**config.mk**
```make
export PLATFORM = sky130hd
export DESIGN_NAME = gregorian_date_add_sub_days_flat
export DESIGN_NICKNAME = d
export VERILOG_FILES = /design/src/hdl/gdas_pkg.sv /design/src/hdl/gdas_if.sv /design/src/hdl/gdas_alu.sv /design/src/hdl/gregorian_date_add_sub_days.sv /design/src/flat_wrapper.sv
export SDC_FILE = /design/constraint.sdc
export NUM_CORES = 1
export LEC_CHECK = 0
export BUFFER_PORTS_ARGS = -buffer_cell sky130_fd_sc_hd__clkbuf_2
export CAP_MARGIN = 0
export CORE_UTILIZATION = 45
export DETAILED_ROUTE_END_ITERATION = 8
export SKIP_CTS_REPAIR_TIMING = 1
export SLEW_MARGIN = 25
export SYNTH_ARGS = -nofsm -noshare
export SYNTH_HDL_FRONTEND = slang
export SYNTH_HIERARCHICAL = 1
export SYNTH_SLANG_ARGS = --single-unit
```
**constraint.sdc**
```tcl
create_clock -name i_clk -period 7.79 [get_ports i_clk]
set_input_delay 0 -clock i_clk [delete_from_list [all_inputs] [get_ports i_clk]]
set_output_delay 0 -clock i_clk [all_outputs]
set_load 0.005 [all_outputs]
```
**src/hdl/gdas_pkg.sv**
```systemverilog
package gdas_pkg;

    localparam int unsigned DAY_W   = 5;
    localparam int unsigned MONTH_W = 4;
    localparam int unsigned YEAR_W  = 14;
    localparam int unsigned COUNT_W = 16;
    // day accumulator: day plus or minus a full count, signed
    localparam int unsigned ACC_W   = 17;
    // year modulo 400
    localparam int unsigned Y400_W  = 9;

    localparam logic [YEAR_W-1:0]  BASE_YEAR  = 14'd1900;
    localparam logic [Y400_W-1:0]  BASE_Y400  = 9'd300;
    localparam logic [Y400_W-1:0]  LAST_Y400  = 9'd399;
    localparam logic [ACC_W-1:0]   QUAD_CENT  = 17'd400;

    localparam logic [MONTH_W-1:0] MON_JAN = 4'd1;
    localparam logic [MONTH_W-1:0] MON_FEB = 4'd2;
    localparam logic [MONTH_W-1:0] MON_APR = 4'd4;
    localparam logic [MONTH_W-1:0] MON_JUN = 4'd6;
    localparam logic [MONTH_W-1:0] MON_SEP = 4'd9;
    localparam logic [MONTH_W-1:0] MON_NOV = 4'd11;
    localparam logic [MONTH_W-1:0] MON_DEC = 4'd12;

    localparam logic [DAY_W-1:0] FIRST_DAY = 5'd1;

    // shared adder operations
    typedef enum logic [2:0] {
        ALU_MOD,
        ALU_FWD,
        ALU_BWD,
        ALU_NEXT,
        ALU_PREV
    } t_alu_op;

    // leap year from the year modulo 400
    function automatic logic is_leap(input logic [Y400_W-1:0] y400);
        logic century;
        century = (y400 == 9'd100) || (y400 == 9'd200) || (y400 == 9'd300);
        return (y400[1:0] == 2'b00) && !century;
    endfunction

    function automatic logic [DAY_W-1:0] month_len(input logic [MONTH_W-1:0] m,
                                                   input logic leap);
        logic [DAY_W-1:0] len;
        case (m) inside
            MON_APR, MON_JUN, MON_SEP, MON_NOV: len = 5'd30;
            MON_FEB: len = leap ? 5'd29 : 5'd28;
            default: len = 5'd31;
        endcase
        return len;
    endfunction

endpackage

```
**src/hdl/gdas_if.sv**
```systemverilog
interface gdas_in_if;
    import gdas_pkg::*;

    logic                      valid;
    logic                      ready;
    logic                      func;
    logic [DAY_W-1:0]          day;
    logic [MONTH_W-1:0]        month;
    logic [YEAR_W-1:0]         year;
    logic signed [COUNT_W-1:0] day_count;

    modport source (output valid, func, day, month, year, day_count, input ready);
    modport sink   (input valid, func, day, month, year, day_count, output ready);
endinterface

interface gdas_out_if;
    import gdas_pkg::*;

    logic               valid;
    logic               ready;
    logic [DAY_W-1:0]   out_day;
    logic [MONTH_W-1:0] out_month;
    logic [YEAR_W-1:0]  out_year;
    logic               was_reset;

    modport source (output valid, out_day, out_month, out_year, was_reset, input ready);
    modport sink   (input valid, out_day, out_month, out_year, was_reset, output ready);
endinterface

```
**src/hdl/gdas_alu.sv**
```systemverilog
module gdas_alu (
    input  gdas_pkg::t_alu_op                    i_op,
    input  logic signed [gdas_pkg::ACC_W-1:0]    i_acc,
    input  logic [gdas_pkg::YEAR_W-1:0]          i_ymod,
    input  logic signed [gdas_pkg::COUNT_W-1:0]  i_cnt,
    input  logic [gdas_pkg::DAY_W-1:0]           i_len,
    output logic signed [gdas_pkg::ACC_W-1:0]    o_sum,
    output logic                                 o_pos,
    output logic                                 o_neg
);
    import gdas_pkg::*;

    logic signed [ACC_W-1:0] a;
    logic signed [ACC_W-1:0] b;
    logic signed [ACC_W-1:0] cnt_x;
    logic signed [ACC_W-1:0] len_x;

    assign cnt_x = ACC_W'(i_cnt);
    assign len_x = signed'({{(ACC_W-DAY_W){1'b0}}, i_len});

    // operand select for the single adder
    always_comb begin
        a = i_acc;
        b = len_x;
        unique case (i_op)
            ALU_MOD: begin
                a = signed'({{(ACC_W-YEAR_W){1'b0}}, i_ymod});
                b = -signed'(QUAD_CENT);
            end
            ALU_FWD:  b = cnt_x;
            ALU_BWD:  b = -cnt_x;
            ALU_NEXT: b = -len_x;
            ALU_PREV: b = len_x;
            default:  b = len_x;
        endcase
    end

    assign o_sum = a + b;
    assign o_neg = o_sum[ACC_W-1];
    assign o_pos = !o_neg && (o_sum != '0);

endmodule

```
**src/hdl/gregorian_date_add_sub_days.sv**
```systemverilog
// Gregorian date plus or minus a day count.
// i_in carries one request beat: func (0 add, 1 subtract), a start date
// (day, month, year) and a signed day_count. o_out carries one result beat:
// the moved date and was_reset, set when the start date was invalid (the
// date 01/01/1900 is used instead) or a subtraction ran below 01/01/1900
// (the result is then that date). A count of zero or less returns the date.
// One request is handled at a time; i_in.ready is high only while idle.
// The year modulo 400 is first found by repeated subtraction of 400;
// for a count above zero the count is then walked one month per cycle
// (at most about 1080 months for a full count), all on one shared adder.
// The next request can be taken in the same cycle the result appears.
// A finished result sits in the output register; the next request is taken
// while it waits, and a second result waits in the sequencer until the
// receiver takes the first, so a stalled receiver loses nothing.
// Reset (synchronous, active low) returns to idle with no result pending.
module gregorian_date_add_sub_days (
    input  logic        i_clk,
    input  logic        i_rst_n,
    gdas_in_if.sink     i_in,
    gdas_out_if.source  o_out
);
    import gdas_pkg::*;

    typedef enum logic [2:0] {
        S_IDLE,
        S_MOD,
        S_CHECK,
        S_LOAD,
        S_WALK_ADD,
        S_WALK_SUB,
        S_DONE
    } t_state;

    t_state                    r_state, n_state;
    logic                      r_func, n_func;
    logic signed [COUNT_W-1:0] r_cnt, n_cnt;
    logic signed [ACC_W-1:0]   r_d, n_d;
    logic [MONTH_W-1:0]        r_m, n_m;
    logic [YEAR_W-1:0]         r_y, n_y;
    logic [YEAR_W-1:0]         r_ymod, n_ymod;
    logic [Y400_W-1:0]         r_y400, n_y400;
    logic                      r_flag, n_flag;
    logic                      r_out_valid, n_out_valid;
    logic [DAY_W-1:0]          r_out_day, n_out_day;
    logic [MONTH_W-1:0]        r_out_month, n_out_month;
    logic [YEAR_W-1:0]         r_out_year, n_out_year;
    logic                      r_out_flag, n_out_flag;

    t_alu_op                 alu_op;
    logic [DAY_W-1:0]        alu_len;
    logic signed [ACC_W-1:0] alu_sum;
    logic                    alu_pos;
    logic                    alu_neg;

    logic               in_beat;
    logic               out_free;
    logic [DAY_W-1:0]   len_cur;
    logic [DAY_W-1:0]   len_prev;
    logic [MONTH_W-1:0] m_prev;
    logic [YEAR_W-1:0]  y_prev;
    logic [Y400_W-1:0]  y400_prev;
    logic [MONTH_W-1:0] m_next;
    logic [YEAR_W-1:0]  y_next;
    logic [Y400_W-1:0]  y400_next;
    logic [DAY_W-1:0]   len_check;
    logic               date_ok;

    assign in_beat  = i_in.valid && i_in.ready;
    assign out_free = !r_out_valid || o_out.ready;

    // month neighbors with year rollover
    always_comb begin
        if (r_m == MON_DEC) begin
            m_next    = MON_JAN;
            y_next    = r_y + 1'b1;
            y400_next = (r_y400 == LAST_Y400) ? '0 : r_y400 + 1'b1;
        end else begin
            m_next    = r_m + 1'b1;
            y_next    = r_y;
            y400_next = r_y400;
        end
        if (r_m == MON_JAN) begin
            m_prev    = MON_DEC;
            y_prev    = r_y - 1'b1;
            y400_prev = (r_y400 == '0) ? LAST_Y400 : r_y400 - 1'b1;
        end else begin
            m_prev    = r_m - 1'b1;
            y_prev    = r_y;
            y400_prev = r_y400;
        end
    end

    assign len_cur   = month_len(r_m, is_leap(r_y400));
    assign len_prev  = month_len(m_prev, is_leap(y400_prev));
    assign len_check = month_len(r_m, is_leap(r_ymod[Y400_W-1:0]));

    // start date check, year modulo 400 is settled in r_ymod
    assign date_ok = (r_d != '0) && (r_m >= MON_JAN) && (r_m <= MON_DEC) &&
                     (r_y >= BASE_YEAR) &&
                     (r_d <= signed'({{(ACC_W-DAY_W){1'b0}}, len_check}));

    // adder operation per step
    always_comb begin
        alu_op  = ALU_NEXT;
        alu_len = len_cur;
        unique case (r_state)
            S_MOD:      alu_op = ALU_MOD;
            S_LOAD:     alu_op = r_func ? ALU_BWD : ALU_FWD;
            S_WALK_SUB: begin
                alu_op  = ALU_PREV;
                alu_len = len_prev;
            end
            default:    alu_op = ALU_NEXT;
        endcase
    end

    gdas_alu u_alu (
        .i_op   (alu_op),
        .i_acc  (r_d),
        .i_ymod (r_ymod),
        .i_cnt  (r_cnt),
        .i_len  (alu_len),
        .o_sum  (alu_sum),
        .o_pos  (alu_pos),
        .o_neg  (alu_neg)
    );

    // sequencer
    always_comb begin
        n_state     = r_state;
        n_func      = r_func;
        n_cnt       = r_cnt;
        n_d         = r_d;
        n_m         = r_m;
        n_y         = r_y;
        n_ymod      = r_ymod;
        n_y400      = r_y400;
        n_flag      = r_flag;
        n_out_valid = r_out_valid && !o_out.ready;
        n_out_day   = r_out_day;
        n_out_month = r_out_month;
        n_out_year  = r_out_year;
        n_out_flag  = r_out_flag;
        unique case (r_state)
            S_IDLE: begin
                if (in_beat) begin
                    n_func  = i_in.func;
                    n_cnt   = i_in.day_count;
                    n_d     = signed'({{(ACC_W-DAY_W){1'b0}}, i_in.day});
                    n_m     = i_in.month;
                    n_y     = i_in.year;
                    n_ymod  = i_in.year;
                    n_flag  = 1'b0;
                    n_state = S_MOD;
                end
            end
            S_MOD: begin
                if (!alu_neg) begin
                    n_ymod = alu_sum[YEAR_W-1:0];
                end else begin
                    n_state = S_CHECK;
                end
            end
            S_CHECK: begin
                n_y400 = r_ymod[Y400_W-1:0];
                if (!date_ok) begin
                    n_d    = signed'({{(ACC_W-DAY_W){1'b0}}, FIRST_DAY});
                    n_m    = MON_JAN;
                    n_y    = BASE_YEAR;
                    n_y400 = BASE_Y400;
                    n_flag = 1'b1;
                end
                n_state = S_LOAD;
            end
            S_LOAD: begin
                if (r_cnt[COUNT_W-1] || (r_cnt == '0)) begin
                    n_state = S_DONE;
                end else begin
                    n_d     = alu_sum;
                    n_state = r_func ? S_WALK_SUB : S_WALK_ADD;
                end
            end
            S_WALK_ADD: begin
                if (alu_pos) begin
                    n_d    = alu_sum;
                    n_m    = m_next;
                    n_y    = y_next;
                    n_y400 = y400_next;
                end else begin
                    n_state = S_DONE;
                end
            end
            S_WALK_SUB: begin
                if (!r_d[ACC_W-1] && (r_d != '0)) begin
                    n_state = S_DONE;
                end else if (y_prev < BASE_YEAR) begin
                    // ran below the first supported date
                    n_d     = signed'({{(ACC_W-DAY_W){1'b0}}, FIRST_DAY});
                    n_m     = MON_JAN;
                    n_y     = BASE_YEAR;
                    n_flag  = 1'b1;
                    n_state = S_DONE;
                end else begin
                    n_d    = alu_sum;
                    n_m    = m_prev;
                    n_y    = y_prev;
                    n_y400 = y400_prev;
                end
            end
            S_DONE: begin
                if (out_free) begin
                    n_out_valid = 1'b1;
                    n_out_day   = r_d[DAY_W-1:0];
                    n_out_month = r_m;
                    n_out_year  = r_y;
                    n_out_flag  = r_flag;
                    n_state     = S_IDLE;
                end
            end
            default: n_state = S_IDLE;
        endcase
    end

    // state and output register
    always_ff @(posedge i_clk) begin
        if (!i_rst_n) begin
            r_state     <= S_IDLE;
            r_out_valid <= 1'b0;
        end else begin
            r_state     <= n_state;
            r_out_valid <= n_out_valid;
        end
        r_func      <= n_func;
        r_cnt       <= n_cnt;
        r_d         <= n_d;
        r_m         <= n_m;
        r_y         <= n_y;
        r_ymod      <= n_ymod;
        r_y400      <= n_y400;
        r_flag      <= n_flag;
        r_out_day   <= n_out_day;
        r_out_month <= n_out_month;
        r_out_year  <= n_out_year;
        r_out_flag  <= n_out_flag;
    end

    assign i_in.ready      = (r_state == S_IDLE);
    assign o_out.valid     = r_out_valid;
    assign o_out.out_day   = r_out_day;
    assign o_out.out_month = r_out_month;
    assign o_out.out_year  = r_out_year;
    assign o_out.was_reset = r_out_flag;

endmodule

```
**src/flat_wrapper.sv**
```systemverilog
// flat-port wrapper written by rule: the top's interface ports become plain ports
module gregorian_date_add_sub_days_flat import gdas_pkg::*;
  (i_clk, i_rst_n, i_in_valid, i_in_func, i_in_day, i_in_month, i_in_year, i_in_day_count, i_in_ready, o_out_valid, o_out_out_day, o_out_out_month, o_out_out_year, o_out_was_reset, o_out_ready);
  gdas_in_if i_in_i ();
  gdas_out_if o_out_i ();
  input  logic i_clk;
  input  logic i_rst_n;
  input wire logic [$bits(i_in_i.valid)-1:0] i_in_valid;
  input wire logic [$bits(i_in_i.func)-1:0] i_in_func;
  input wire logic [$bits(i_in_i.day)-1:0] i_in_day;
  input wire logic [$bits(i_in_i.month)-1:0] i_in_month;
  input wire logic [$bits(i_in_i.year)-1:0] i_in_year;
  input wire logic [$bits(i_in_i.day_count)-1:0] i_in_day_count;
  output wire logic [$bits(i_in_i.ready)-1:0] i_in_ready;
  output wire logic [$bits(o_out_i.valid)-1:0] o_out_valid;
  output wire logic [$bits(o_out_i.out_day)-1:0] o_out_out_day;
  output wire logic [$bits(o_out_i.out_month)-1:0] o_out_out_month;
  output wire logic [$bits(o_out_i.out_year)-1:0] o_out_out_year;
  output wire logic [$bits(o_out_i.was_reset)-1:0] o_out_was_reset;
  input wire logic [$bits(o_out_i.ready)-1:0] o_out_ready;
  assign i_in_i.valid = i_in_valid;
  assign i_in_i.func = i_in_func;
  assign i_in_i.day = i_in_day;
  assign i_in_i.month = i_in_month;
  assign i_in_i.year = i_in_year;
  assign i_in_i.day_count = i_in_day_count;
  assign i_in_ready = i_in_i.ready;
  assign o_out_valid = o_out_i.valid;
  assign o_out_out_day = o_out_i.out_day;
  assign o_out_out_month = o_out_i.out_month;
  assign o_out_out_year = o_out_i.out_year;
  assign o_out_was_reset = o_out_i.was_reset;
  assign o_out_i.ready = o_out_ready;
  gregorian_date_add_sub_days u_core (.i_clk(i_clk), .i_rst_n(i_rst_n), .i_in(i_in_i), .o_out(o_out_i));
endmodule
```
==> results.py, run 1 <==
metrics = {
    "route": {
        "drtAntennaViolNets": 0,
        "via_per_inst": 6.05,
        "first_pass_iters": 5,
        "drc": 0,
        "vias": 7306,
        "drt_iter0_markers": 749,
        "routedWlPerCell_um": 19.3,
        "routed_wl_um": 23300,
    },
    "critical_path": {
        "critPathArrivalTime_ps": 7350,
        "worstPathRequired_ps": 7830,
        "rr_endpoint": "u_core/r_d[5]",
        "end_kind": "flip-flop",
        "crit_family": "compound AO/OA/AOI/OAI gates",
        "critPathLaunch": "u_core/r_m[1]",
        "regToRegSetupSlack_ps": 490,
        "path_max_fanout": 17,
        "path_common_cell": "ha_1",
        "crit_path_end": "u_core/r_d[5]",
        "start_kind": "flip-flop",
        "path_class": "reg -> reg",
        "cp_slowest_cell": "or3b_2",
        "timing.rr.start": "u_core/r_m[1]",
        "cp.depth": 27,
        "critPathBufInv": 3,
        "slowest_delay_ps": 610,
        "rr_worst_depth": 27,
    },
    "sta": {
        "rsz0062_at_grt": "false",
        "fmax_ghz": 0.137,
        "maxSlewViolCount": 0,
        "timing.hold.ws_ps": -30.6,
        "finalCriticalPeriod_ps": 7300,
        "fin_crit_sh_pct": 93.8,
        "finalSetupViolations": 0,
        "tightest_slew_ps": 1080,
        "skew_ps": 15.0,
        "worst_slack_ps": 487,
        "hold_viol_final": 6,
        "setup-tns-final_ps": 0,
        "max_slew_margin_pct": 27.3,
    },
    "place": {
        "post-place-ws_ps": 627,
        "numPortBuffers": 69,
        "place_congestion": 0.922,
        "hpwl_um": 17200,
    },
    "floorplan": {
        "rows": 48,
        "top_level_ports": 70,
        "fp.dieW_um": 135,
        "dieArea_um2": 18200,
        "start_util_pct": 45.9,
        "dieHeight_um": 135,
        "core_area_um2": 17300,
    },
    "finish": {
        "antenna_cells": 0,
        "area_growth_pct": 14.8,
        "nets": 1053,
        "drive_gt1_share_pct": 14.5,
    },
    "synth": {
        "syn-instance-count": 891,
        "syn_area_um2": 7950,
        "syn_avg_cell_area_um2": 8.92,
        "yosys.area_share.simple_pct": 22.2,
        "synth_cell_type_count": 87,
        "synth_top_cell_by_area": "edfxtp_1",
        "synth-adder-area-share_pct": 5.13,
        "synth_common_cells": "edfxtp_1, nand2_1, nor2_1",
        "synth-edff-count": 100,
        "async_flop_share_pct": 0,
        "synthTopCellsByArea": "edfxtp_1, ha_1, nand2_1",
        "ys_ff_latch": 104,
        "synth_top_area_share_pct": 37.8,
        "synthXorXnorAreaFrac_pct": 5.49,
        "muxShareOfSynthArea_pct": 2.99,
        "synth-seq-area-share_pct": 38.8,
        "synth_top_family_by_area": "simple AND/OR/NAND/NOR gates",
        "yosys_warnings": 6,
        "ys.flop_type": "edfxtp_1",
        "synth.most_common_cell": "edfxtp_1",
        "synth_compound_area_share_pct": 20.8,
    },
    "global_routing": {
        "grt_max_degree": 35,
        "grt_usage_pct": 25.8,
        "use_met3_pct": 3.12,
        "grt-busiest-layer": "met2",
        "use_met2_pct": 38.3,
        "grt_remaining_overflow": 0,
        "grt_pass1_vias": 6431,
        "grtUsageMet1_pct": 38.1,
        "grt_pass1_wl_um": 35900,
        "antenna_found_initial": 0,
    },
    "outcome": {
        "status": "finished, violations left",
        "violations": "negative hold slack",
    },
    "cts": {
        "cts_tree": "built",
        "cts_inserted_buffers": 9,
        "clock_path_buffers": 2,
        "cts_sinks": 104,
        "insertion_delay_ps": 360,
        "clock-root-buffer": "clkbuf_16",
        "clk_pin_slew_ps": 80,
        "cts.htree.levels": 3,
    },
    "worst_hold_path": {
        "min_path_type": "in -> reg",
        "min_from": "o_out_ready",
    },
    "power_and_ir_drop": {
        "power.density_nw_per_um2": 393,
        "ir_drop_uv": 270,
        "clkPwrFrac_pct": 12.6,
        "p_int_mw": 1.91,
        "swShare_pct": 46.7,
        "power_frac_seq_pct": 29.4,
        "p_leak_nw": 3.44,
        "p_switching_mw": 1.68,
        "power_frac_comb_pct": 58.0,
    },
    "run": {
        "maxCapViolations": 0,
    },
}
[power groups by stage]
stage	sequential, mW	clock [mW]	combinational (mW)
after floorplan	0.954	0	1.61
after global placement	1.06	0	2.04
after detailed placement	1.06	0	2.04
after CTS	1.05	0.461	2.05
after global routing	1.07	0.481	2.30
final	1.05	0.452	2.08
[metrics by stage]
step / instance area [µm²] / hold slack (ps) / power [mW] / util, % / std cells
after floorplan: 7980 / 98.9 / 2.56 / - / 900
after global placement: 8530 / 177 / 3.10 / 49.3 / 1162
after detailed placement: 8540 / 179 / 3.10 / 49.4 / 1162
after CTS: 8830 / -194 / 3.56 / 51.1 / 1178
after global routing: 9130 / 4.43 / 3.86 / 52.8 / 1207
final: 9130 / -30.6 / 3.59 / 52.8 / 1207
[layer usage]
layer	part of all wire [%]	routed length, µm	up-vias
met2	45	10400	324
met1	46	10700	3444
met3	7.2	1680	35
met5	0	0	-
li1	-	-	3503
met4	2.1	481	0
[logic make-up (layout without fill, tap and decap cells)]
logic type / after synthesis / count (layout)
AND/OR/NAND/NOR: 346 / 346
buffers and inverters: 91 / 173
adder cells (fa/ha/maj): 32 / 32
XOR/XNOR: 49 / 49
multiplexers: 22 / 22
AO/OA/AOI/OAI: 246 / 246
flip-flops: 104 / 104
other: 1 / 10
[final cells by class]
class / count / area, µm²
Inverter: 43 / 161
Tap cell: 225 / 282
Multi-Input combinational cell: 705 / 4550
Timing Repair Buffer: 114 / 756
Clock inverter: 7 / 65.1
Clock buffer: 9 / 225
Fill cell: 1657 / 8170
Sequential cell: 104 / 3080
[sequential cells by signal (all words and copies together) (netlist names)]
register	flops
u_core/r_y	14
u_core/r_state	3
u_core/r_m	4
u_core/r_cnt	16
u_core/o_out.valid	1
u_core/r_d	17
u_core/r_ymod	14
u_core/o_out.was_reset	1
u_core/r_flag	1
u_core/r_y400	9
u_core/o_out.out_year	14
u_core/o_out.out_month	4
u_core/o_out.out_day	5
u_core/r_func	1
[layout by cell type (no fill, tap or decap), drive strengths merged, types with 21 or more instances in the layout]
master	synthesis	layout
dlygate4sd3	0	29
nand3	28	28
xnor2	35	35
a21oi	52	52
inv	41	43
o21ai	63	63
ha	31	31
clkbuf	39	78
nor3	46	46
edfxtp	100	100
nand2	91	91
nor2b	21	21
nor2	71	71
[how the worst min path moves through the flow]
stage / end / slack [ps] / cells past startpoint
6_report: u_core/o_out.valid / -30 / 3
5_1_grt: u_core/r_ymod[1] / 4 / 3
4_1_cts: u_core/r_cnt[14] / -190 / 1
3_5_place_dp: u_core/r_cnt[5] / 180 / 1
3_3_place_gp: u_core/r_cnt[10] / 180 / 1
2_1_floorplan: u_core/r_cnt[0] / 100 / 0
[worst min-delay path: stages]
cell	delay, ps
clkbuf_2	90
nand2b_1	110
a21boi_0	80
No activity file was read; power rests on OpenSTA's default activity.
==> inputs of run 2 (changes only) <==
- CORE_ASPECT_RATIO: unset -> 1.75
==> results.py, run 2 (synthesis gave the netlist of run 1 again) <==
metrics = {
    "global_routing": {
        "grt_remaining_overflow": 0,
        "grt_pass1_vias": 6850,
        "antenna_found_initial": 0,
        "grt_max_degree": 35,
        "grt_pass1_wl_um": 36300,
        "grt_usage_pct": 26.9,
    },
    "route": {
        "drc": 0,
        "via_per_inst": 6.01,
        "vias": 7278,
        "routed_wl_um": 24500,
        "first_pass_iters": 5,
        "routedWlPerCell_um": 20.2,
        "drt_iter0_markers": 436,
        "drtAntennaViolNets": 0,
    },
    "floorplan": {
        "dieArea_um2": 18200,
        "dieHeight_um": 178,
        "core_area_um2": 17400,
        "top_level_ports": 70,
        "fp.dieW_um": 102,
        "start_util_pct": 45.7,
        "rows": 64,
    },
    "critical_path": {
        "worstPathRequired_ps": 7790,
        "rr_worst_depth": 26,
        "start_kind": "flip-flop",
        "timing.rr.start": "u_core/r_m[1]",
        "critPathLaunch": "u_core/r_m[1]",
        "path_max_fanout": 9,
        "path_class": "reg -> reg",
        "critPathArrivalTime_ps": 7400,
        "end_kind": "flip-flop",
    },
    "sta": {
        "fin_crit_sh_pct": 95.0,
        "timing.hold.ws_ps": -28.9,
        "fmax_ghz": 0.135,
        "max_slew_margin_pct": 29.4,
        "hold_viol_final": 6,
        "maxSlewViolCount": 0,
        "finalSetupViolations": 0,
        "skew_ps": 9.67,
        "tightest_slew_ps": 1040,
        "finalCriticalPeriod_ps": 7400,
        "rsz0062_at_grt": "false",
        "setup-tns-final_ps": 0,
        "worst_slack_ps": 389,
    },
    "place": {
        "place_congestion": 0.956,
        "placed_area_um2": 8560,
        "numPortBuffers": 69,
        "post-place-ws_ps": 660,
        "hpwl_um": 18800,
        "post-place-cells": 1170,
    },
    "finish": {
        "reg_top3": "u_core/r_d: 17 flops, u_core/r_cnt: 16 flops",
        "nets": 1050,
        "finish.instance_area_um2": 9080,
        "drive_gt1_share_pct": 14.7,
        "final_cell_mix": "edfxtp_1, nand2_1, nor2_1",
        "antenna_cells": 0,
        "largest_reg_flops": 17,
        "final_common_cell": "edfxtp_1",
        "final_cells": 1210,
        "area_growth_pct": 14.2,
        "fill_cells": 1639,
        "largest-register": "u_core/r_d",
        "finalCoreUtilization_pct": 52.2,
    },
    "power_and_ir_drop": {
        "ir_drop_uv": 228,
        "finalPower_mw": 3.62,
        "swShare_pct": 47.2,
        "p_switching_mw": 1.71,
        "p_int_mw": 1.91,
        "p_leak_nw": 3.42,
        "clkPwrFrac_pct": 11.8,
        "power_frac_seq_pct": 29.2,
        "power.density_nw_per_um2": 399,
        "power_frac_comb_pct": 59.0,
    },
    "outcome": {
        "violations": "negative hold slack",
        "status": "finished, violations left",
    },
    "run": {
        "maxCapViolations": 0,
    },
    "cts": {
        "clock_path_buffers": 2,
        "insertion_delay_ps": 350,
        "cts_tree": "built",
        "cts_inserted_buffers": 9,
        "clk_pin_slew_ps": 70,
        "clock-root-buffer": "clkbuf_16",
        "cts_sinks": 104,
        "cts.htree.levels": 3,
    },
    "worst_hold_path": {
        "min_path_cells": 3,
        "min_from": "o_out_ready",
        "min_path_type": "in -> reg",
    },
}
## run 2: changes by cell type in the layout (fill, tap and decap cells not counted)
cell           delta
buf_4             +2
clkinv_2          +3
clkinv_4          -3
clkinv_8          -1
clkinvlp_4        +1
dlygate4sd3_1     -5
## run 2: metal layers
metal  wire (µm)  global-route usage, %  up-vias
li1            -                      -     3495
met2       13300                   51.3      286
met5           0                      0        -
met1        8690                   27.5     3420
met3        1280                   2.91       77
met4        1190                   14.8        0
## run 2: layout make-up
| cell class | count | area, µm² | area share [%] |
|---|---|---|---|
| Inverter | 43 | 161 | 1.78 |
| Clock buffer | 9 | 225 | 2.48 |
| Timing Repair Buffer | 111 | 721 | 7.94 |
| Clock inverter | 7 | 45.0 | 0.496 |
| Tap cell | 231 | 289 | 3.18 |
| Sequential cell | 104 | 3080 | 34.0 |
| Multi-Input combinational cell | 705 | 4550 | 50.2 |
## run 2: path summary, 6_finish.rpt
kind                                 end  slack [ps]
setup / recovery           u_core/r_m[1]         390
hold reg to reg   u_core/o_out.was_reset         460
hold / removal        u_core/o_out.valid         -30
setup reg to reg           u_core/r_m[1]         390
## run 2: power by group through the flow
| stage | clock [mW] | sequential (mW) | combinational (mW) |
|---|---|---|---|
| 2_1_floorplan | 0 | 0.954 | 1.61 |
| 3_3_place_gp | 0 | 1.06 | 2.08 |
| 3_5_place_dp | 0 | 1.06 | 2.09 |
| 4_1_cts | 0.434 | 1.05 | 2.10 |
| 5_1_grt | 0.450 | 1.07 | 2.33 |
| 6_report | 0.428 | 1.06 | 2.13 |
## run 2: worst max-delay path, stage by stage, from the launching register on
cell	delay, ps
edfxtp_1	510
inv_1	170
ha_1	320
or3b_2	600
a31oi_1	390
a31oi_1	190
a211o_1	250
o21ai_0	360
inv_1	120
ha_1	240
xor2_1	140
nor2_1	50
a21oi_1	140
nor2_1	50
a21oi_1	110
o21ai_0	110
ha_1	370
and3_1	170
a22oi_1	170
a211o_1	360
o211a_1	260
or4b_1	500
o2111ai_1	130
nor4_1	100
nor3_1	540
mux2i_1	230
a21oi_1	470
